### config.mk
export PLATFORM = sky130hd
export DESIGN_NAME = length_prefix_stream_deframer_core
export DESIGN_NICKNAME = d
export VERILOG_FILES = /design/src/rtl/lpsd_pkg.sv /design/src/rtl/lpsd_frame_ctrl.sv /design/src/rtl/length_prefix_stream_deframer_core.sv
export SDC_FILE = /design/constraint.sdc
export NUM_CORES = 1
export LEC_CHECK = 0
export BUFFER_PORTS_ARGS = -buffer_cell sky130_fd_sc_hd__clkbuf_2
export CORE_MARGIN = 5
export CORE_UTILIZATION = 45
export DETAILED_ROUTE_END_ITERATION = 6
export HOLD_SLACK_MARGIN = 0.06
export RECOVER_POWER = 50
export SLEW_MARGIN = 10
export SYNTH_ARGS = -nofsm -noshare
export SYNTH_HDL_FRONTEND = slang
export SYNTH_HIERARCHICAL = 1
export SYNTH_SLANG_ARGS = --single-unit
### constraint.sdc
create_clock -name clk -period 9.3 [get_ports clk]
set_input_delay 0.93 -clock clk [delete_from_list [all_inputs] [get_ports clk]]
set_output_delay 0.93 -clock clk [all_outputs]
set_load 0.01 [all_outputs]
### src/rtl/lpsd_pkg.sv
// shared types, constants and header decode for the length prefix deframer
package lpsd_pkg;

    localparam int unsigned LEN_W = 31;

    localparam logic [31:0]      NEW_FORMAT_BIT  = 32'h8000_0000;
    localparam logic [31:0]      NEW_LENGTH_MASK = 32'h0000_FFF0;
    localparam logic [LEN_W-1:0] HEADER_LEN      = 31'd4;

    typedef enum logic [2:0] {
        ST_HDR0,
        ST_HDR1,
        ST_HDR2,
        ST_HDR3,
        ST_PAYLOAD,
        ST_ERROR
    } lpsd_state_t;

    typedef struct packed {
        logic [7:0] out_byte;
        logic       first_of_packet;
        logic       last_of_packet;
        logic       bad_length;
    } lpsd_result_t;

    // bit 31 clear: 31-bit length, set: 12-bit length in bits 15..4
    function automatic logic [LEN_W-1:0] decode_length(input logic [31:0] word);
        logic [31:0] masked;
        masked = word & NEW_LENGTH_MASK;
        if ((word & NEW_FORMAT_BIT) == 32'd0)
        begin
            return word[LEN_W-1:0];
        end
        return {19'd0, masked[15:4]};
    endfunction

endpackage

### src/rtl/lpsd_frame_ctrl.sv
// framing state machine: header capture, length decode, payload count, sticky error
module lpsd_frame_ctrl
    import lpsd_pkg::*;
(
    input  logic                    clk,
    input  logic                    rst_n,
    input  logic                    fire,
    input  logic [7:0]              data_byte,
    output logic                    res_valid,
    output lpsd_result_t            res
);

    lpsd_state_t              state_reg, state_next;
    logic [23:0]              header_reg, header_next;
    logic [LEN_W-1:0]         remain_reg, remain_next;
    logic [31:0]              word;
    logic [LEN_W-1:0]         len;

    assign word = {data_byte, header_reg};
    assign len  = decode_length(word);

    always_ff @(posedge clk or negedge rst_n)
    begin
        if (!rst_n)
        begin
            state_reg  <= ST_HDR0;
            header_reg <= '0;
            remain_reg <= '0;
        end
        else if (fire)
        begin
            state_reg  <= state_next;
            header_reg <= header_next;
            remain_reg <= remain_next;
        end
    end

    always_comb
    begin
        state_next          = state_reg;
        header_next         = header_reg;
        remain_next         = remain_reg;
        res_valid           = 1'b1;
        res.out_byte        = data_byte;
        res.first_of_packet = 1'b0;
        res.last_of_packet  = 1'b0;
        res.bad_length      = 1'b0;
        unique case (state_reg)
            ST_HDR0:
            begin
                res.first_of_packet = 1'b1;
                header_next         = header_reg | {16'd0, data_byte};
                state_next          = ST_HDR1;
            end
            ST_HDR1:
            begin
                header_next = header_reg | {8'd0, data_byte, 8'd0};
                state_next  = ST_HDR2;
            end
            ST_HDR2:
            begin
                header_next = header_reg | {data_byte, 16'd0};
                state_next  = ST_HDR3;
            end
            ST_HDR3:
            begin
                if (len <= HEADER_LEN)
                begin
                    res.bad_length     = 1'b1;
                    res.last_of_packet = 1'b1;
                    state_next         = ST_ERROR;
                end
                else
                begin
                    remain_next = len - HEADER_LEN;
                    state_next  = ST_PAYLOAD;
                end
            end
            ST_PAYLOAD:
            begin
                if (remain_reg <= 31'd1)
                begin
                    remain_next        = '0;
                    header_next        = '0;
                    res.last_of_packet = 1'b1;
                    state_next         = ST_HDR0;
                end
                else
                begin
                    remain_next = remain_reg - 31'd1;
                end
            end
            ST_ERROR:
            begin
                // every item dropped until reset
                res_valid = 1'b0;
            end
            default:
            begin
                res_valid  = 1'b0;
                state_next = ST_ERROR;
            end
        endcase
    end

endmodule

### src/rtl/length_prefix_stream_deframer_core.sv
// length prefix deframer: input register, framing logic and result register
// an accepted byte passes through the input register and then the result register before out_valid rises
// throughput: one byte per cycle while out_stall is low, limited by the single result register
// in_stall rises only while the input register is full and a held result is stalled
// reset (rst_n low, asynchronous) empties both registers and clears header,
// count and sticky error; the block can take items once reset is released
module length_prefix_stream_deframer_core
    import lpsd_pkg::*;
(
    input  logic       clk,
    input  logic       rst_n,
    input  logic       in_valid,
    output logic       in_stall,
    input  logic [7:0] data_byte,
    output logic       out_valid,
    input  logic       out_stall,
    output logic [7:0] out_byte,
    output logic       first_of_packet,
    output logic       last_of_packet,
    output logic       bad_length
);

    logic         in_valid_reg, in_valid_next;
    logic [7:0]   in_byte_reg;
    logic         out_valid_reg, out_valid_next;
    lpsd_result_t out_reg;
    logic         accept;
    logic         advance;
    logic         res_valid;
    lpsd_result_t res;

    assign advance  = in_valid_reg && (!out_valid_reg || !out_stall);
    assign in_stall = in_valid_reg && out_valid_reg && out_stall;
    assign accept   = in_valid && !in_stall;

    lpsd_frame_ctrl u_frame_ctrl (
        .clk       (clk),
        .rst_n     (rst_n),
        .fire      (advance),
        .data_byte (in_byte_reg),
        .res_valid (res_valid),
        .res       (res)
    );

    always_comb
    begin
        in_valid_next = in_valid_reg;
        if (accept)
        begin
            in_valid_next = 1'b1;
        end
        else if (advance)
        begin
            in_valid_next = 1'b0;
        end

        out_valid_next = out_valid_reg;
        if (advance)
        begin
            out_valid_next = res_valid;
        end
        else if (out_valid_reg && !out_stall)
        begin
            out_valid_next = 1'b0;
        end
    end

    always_ff @(posedge clk or negedge rst_n)
    begin
        if (!rst_n)
        begin
            in_valid_reg  <= 1'b0;
            out_valid_reg <= 1'b0;
        end
        else
        begin
            in_valid_reg  <= in_valid_next;
            out_valid_reg <= out_valid_next;
        end
    end

    always_ff @(posedge clk)
    begin
        if (accept)
        begin
            in_byte_reg <= data_byte;
        end
        if (advance)
        begin
            out_reg <= res;
        end
    end

    assign out_valid       = out_valid_reg;
    assign out_byte        = out_reg.out_byte;
    assign first_of_packet = out_reg.first_of_packet;
    assign last_of_packet  = out_reg.last_of_packet;
    assign bad_length      = out_reg.bad_length;

endmodule

==> reports/metrics.cfg <==
[timing]
finalHoldViolCount=0
tightest_slew_ns=3.33
period_needed_ns=4.90
report.final.slew_viol_count=112
relSlewSlack_pct=-122
tns_ns=0
rsz0062_at_grt=no
fin_crit_sh_pct=52.7
setup_violations=0
finalClockSkew_ns=0.0104
fmax_mhz=204

[die]
die_w_um=116
top_level_ports=25
rows=38
die_area_um2=13500
coreArea_um2=11000
initial_core_util_pct=46.3
die_h_um=116

[logic_synthesis]
synth-simple-area-share_pct=22.4
synth_fa_ha_area_share_pct=0.984
synth.avg_cell_area_um2=9.10
synth_edf_count=19
synth-compound-area-share_pct=25.2
synth.distinct_cells=67
synth_mux_area_share_pct=2.43
yosysSeqAreaShare_pct=40.7
yosys.area_share.xor_xnor_pct=2.07
yosys_warnings=6
synthFlopType=dfrtp_1
syn_nets=575
syn_inst=559
synth_top_family_by_area=compound AO/OA/AOI/OAI gates
synth_area_um2=5090
synth_seq_cells=79
ys_async_sr_fraction_pct=75.9

[clock_network]
insertion_delay_ns=0.35
post_cts_buffers=0
cts_hold_buf=0
clk_pin_slew_ns=0.06
cts_resized=0
cts_sinks=79
cts_tree=done
cts_buffers=9
clockBufferDepth=2
ctsRootBufferMaster=clkbuf_16
ctsHtreeMaxLevel=3

[pwr]
power_frac_seq_pct=43.7
p_sw_mw=0.562
power_density_nw_per_um2=268
leakage_nw=1.95
clockPowerShare_pct=26.1
swShare_pct=38.3
internal-power_mw=0.905
combPwrFrac_pct=30.2
ir_worst_vdd_mv=0.167

[critical_path]
path_class=reg2reg
rrSetupSlack_ns=4.40
cp.required_ns=9.58
crit_fanout=50
critPathLaunchType=flop
arrival_ns=5.18
crit_path_end_kind=flop

[finish]
drive_above_1_share_pct=12.6
num_antenna_cells=0
nNetsFinal=565
final_cells=694
largest_reg_flops=31
area_growth_pct=7.43

[route]
ant_nets=0
viasPerCell=6.53
drc=0
wl_um=14700
wl_per_cell_um=21.2
num_vias=4535
drtPass1Iterations=5
drt_iter0_drc=386

[global_routing]
overflow=0
grt_pass1_wl_um=23500
grt_max_degree=61
track_usage_pct=22.7
antenna_found_initial=0
grt_pass1_vias=4324

[placement]
portBuffers=24
post-place-cells=678
dp_hpwl_um=10000
gp_congestion=0.963

[min_path]
hold_class=reg2reg

[status]
violations=capacitance limit, slew limit
status=complete, but fails checks

[job]
drv_cap=2

-- area by class of cell --
class	instances	area (um^2)
fillers	1042	5520
flip-flops and latches	79	2070
clock inverters	7	97.6
repair buffers	31	164
inverters	8	30.0
clock buffers	9	225
multi-input cells	420	2700
well taps	140	175
-- synth_stat cells (4+ instances only) --
cell type / number / area (um^2)
o22ai_1: 15 / 93.8
or3_1: 11 / 68.8
a32oi_1: 9 / 78.8
or4_1: 7 / 52.6
a32o_1: 23 / 230
ha_1: 4 / 50.1
nand3_1: 9 / 45.0
nor3b_1: 4 / 30.0
o32ai_1: 7 / 61.3
a21oi_1: 29 / 145
or2_2: 6 / 37.5
and2_1: 5 / 31.3
nor2b_1: 5 / 31.3
buf_4: 12 / 90.1
nor3_1: 34 / 170
buf_6: 4 / 45.0
buf_2: 10 / 50.1
nand2b_1: 7 / 43.8
a22o_1: 17 / 149
nor4_1: 11 / 68.8
mux2i_1: 9 / 90.1
inv_1: 7 / 26.3
o21ai_0: 46 / 230
clkbuf_1: 23 / 86.3
a31oi_1: 5 / 31.3
nand2_1: 42 / 158
xnor2_1: 9 / 78.8
o21a_1: 4 / 30.0
dfrtp_1: 60 / 1500
nor2_1: 40 / 150
edfxtp_1: 19 / 571
-- metal layers --
layer | GRT usage [%] | up-vias | share of wire (%)
met3 | 4.35 | 33 | 6.0
met2 | 34.9 | 163 | 45
met5 | 0 | - | 0
met4 | 10.8 | 0 | 3.7
met1 | 31.0 | 2222 | 45
li1 | - | 2117 | -
-- per-stage QoR --
| stage | hold slack (ns) | cell area [um^2] | total power, mW | setup WS (ns) | utilization (%) |
|---|---|---|---|---|---|
| after CTS | 0.531 | 5480 | 1.47 | 5.74 | 49.9 |
| after global routing | 0.559 | 5470 | 1.55 | 3.99 | 49.8 |
| final | 0.526 | 5470 | 1.47 | 4.40 | 49.8 |
| after floorplan | 0.486 | 5090 | 0.956 | 5.74 | - |
| after global placement | 0.504 | 5160 | 1.07 | 5.86 | 46.9 |
| after detailed placement | 0.514 | 5160 | 1.08 | 5.75 | 46.9 |
-- logic make-up (layout without fill, tap and decap cells) --
kind of cell	Yosys count	after routing
buffers and inverters	60	55
multiplexers	12	12
AO/OA/AOI/OAI	182	182
AND/OR/NAND/NOR	210	210
flip-flops	79	79
XOR/XNOR	12	12
adder cells (fa/ha/maj)	4	4
-- power by group through the flow --
stage	Clock, mW	Combinational [mW]	Sequential (mW)
final	0.383	0.443	0.641
after global routing	0.409	0.483	0.661
after CTS	0.391	0.441	0.637
after detailed placement	0	0.441	0.642
after global placement	0	0.433	0.641
after floorplan	0	0.402	0.554
-- final timing paths --
check	startpoint	endpoint	cells after the start
worst max-delay path	in_byte_reg[7]$_DFFE_PP_	u_frame_ctrl/remain_reg[11]$_DFFE_PN0P_	7
worst min-delay path	u_frame_ctrl/remain_reg[15]$_DFFE_PN0P_	u_frame_ctrl/remain_reg[15]$_DFFE_PN0P_	1
worst max register to register	in_byte_reg[7]$_DFFE_PP_	u_frame_ctrl/remain_reg[11]$_DFFE_PN0P_	7
worst min register to register	u_frame_ctrl/remain_reg[15]$_DFFE_PN0P_	u_frame_ctrl/remain_reg[15]$_DFFE_PN0P_	1
max in group asynchronous	rst_n	u_frame_ctrl/remain_reg[10]$_DFFE_PN0P_	2
min in group asynchronous	rst_n	u_frame_ctrl/header_reg[20]$_DFFE_PN0P_	2
-- cell usage in the layout (no fill, tap or decap), types with 9 or more instances in the layout --
cell and n:
a21oi_1 29, a22o_1 17, a32o_1 23, a32oi_1 9, clkbuf_16 9, clkbuf_2 23, dfrtp_1 60, edfxtp_1 19
mux2i_1 9, nand2_1 42, nand3_1 10, nor2_1 40, nor3_1 34, nor4_1 11, o21ai_0 46, o22ai_1 15
or3_1 11, xnor2_1 9
-- worst max-delay path, stage by stage (launching register included) --
cell and delay, ns:
edfxtp_1 0.32, clkbuf_1 1.56, a32oi_1 0.73, nor4_2 0.67, o21ai_1 0.19, nand4_2 0.30
or2_1 0.74, a32o_1 0.29
No activity file was read; power rests on OpenSTA's default activity.
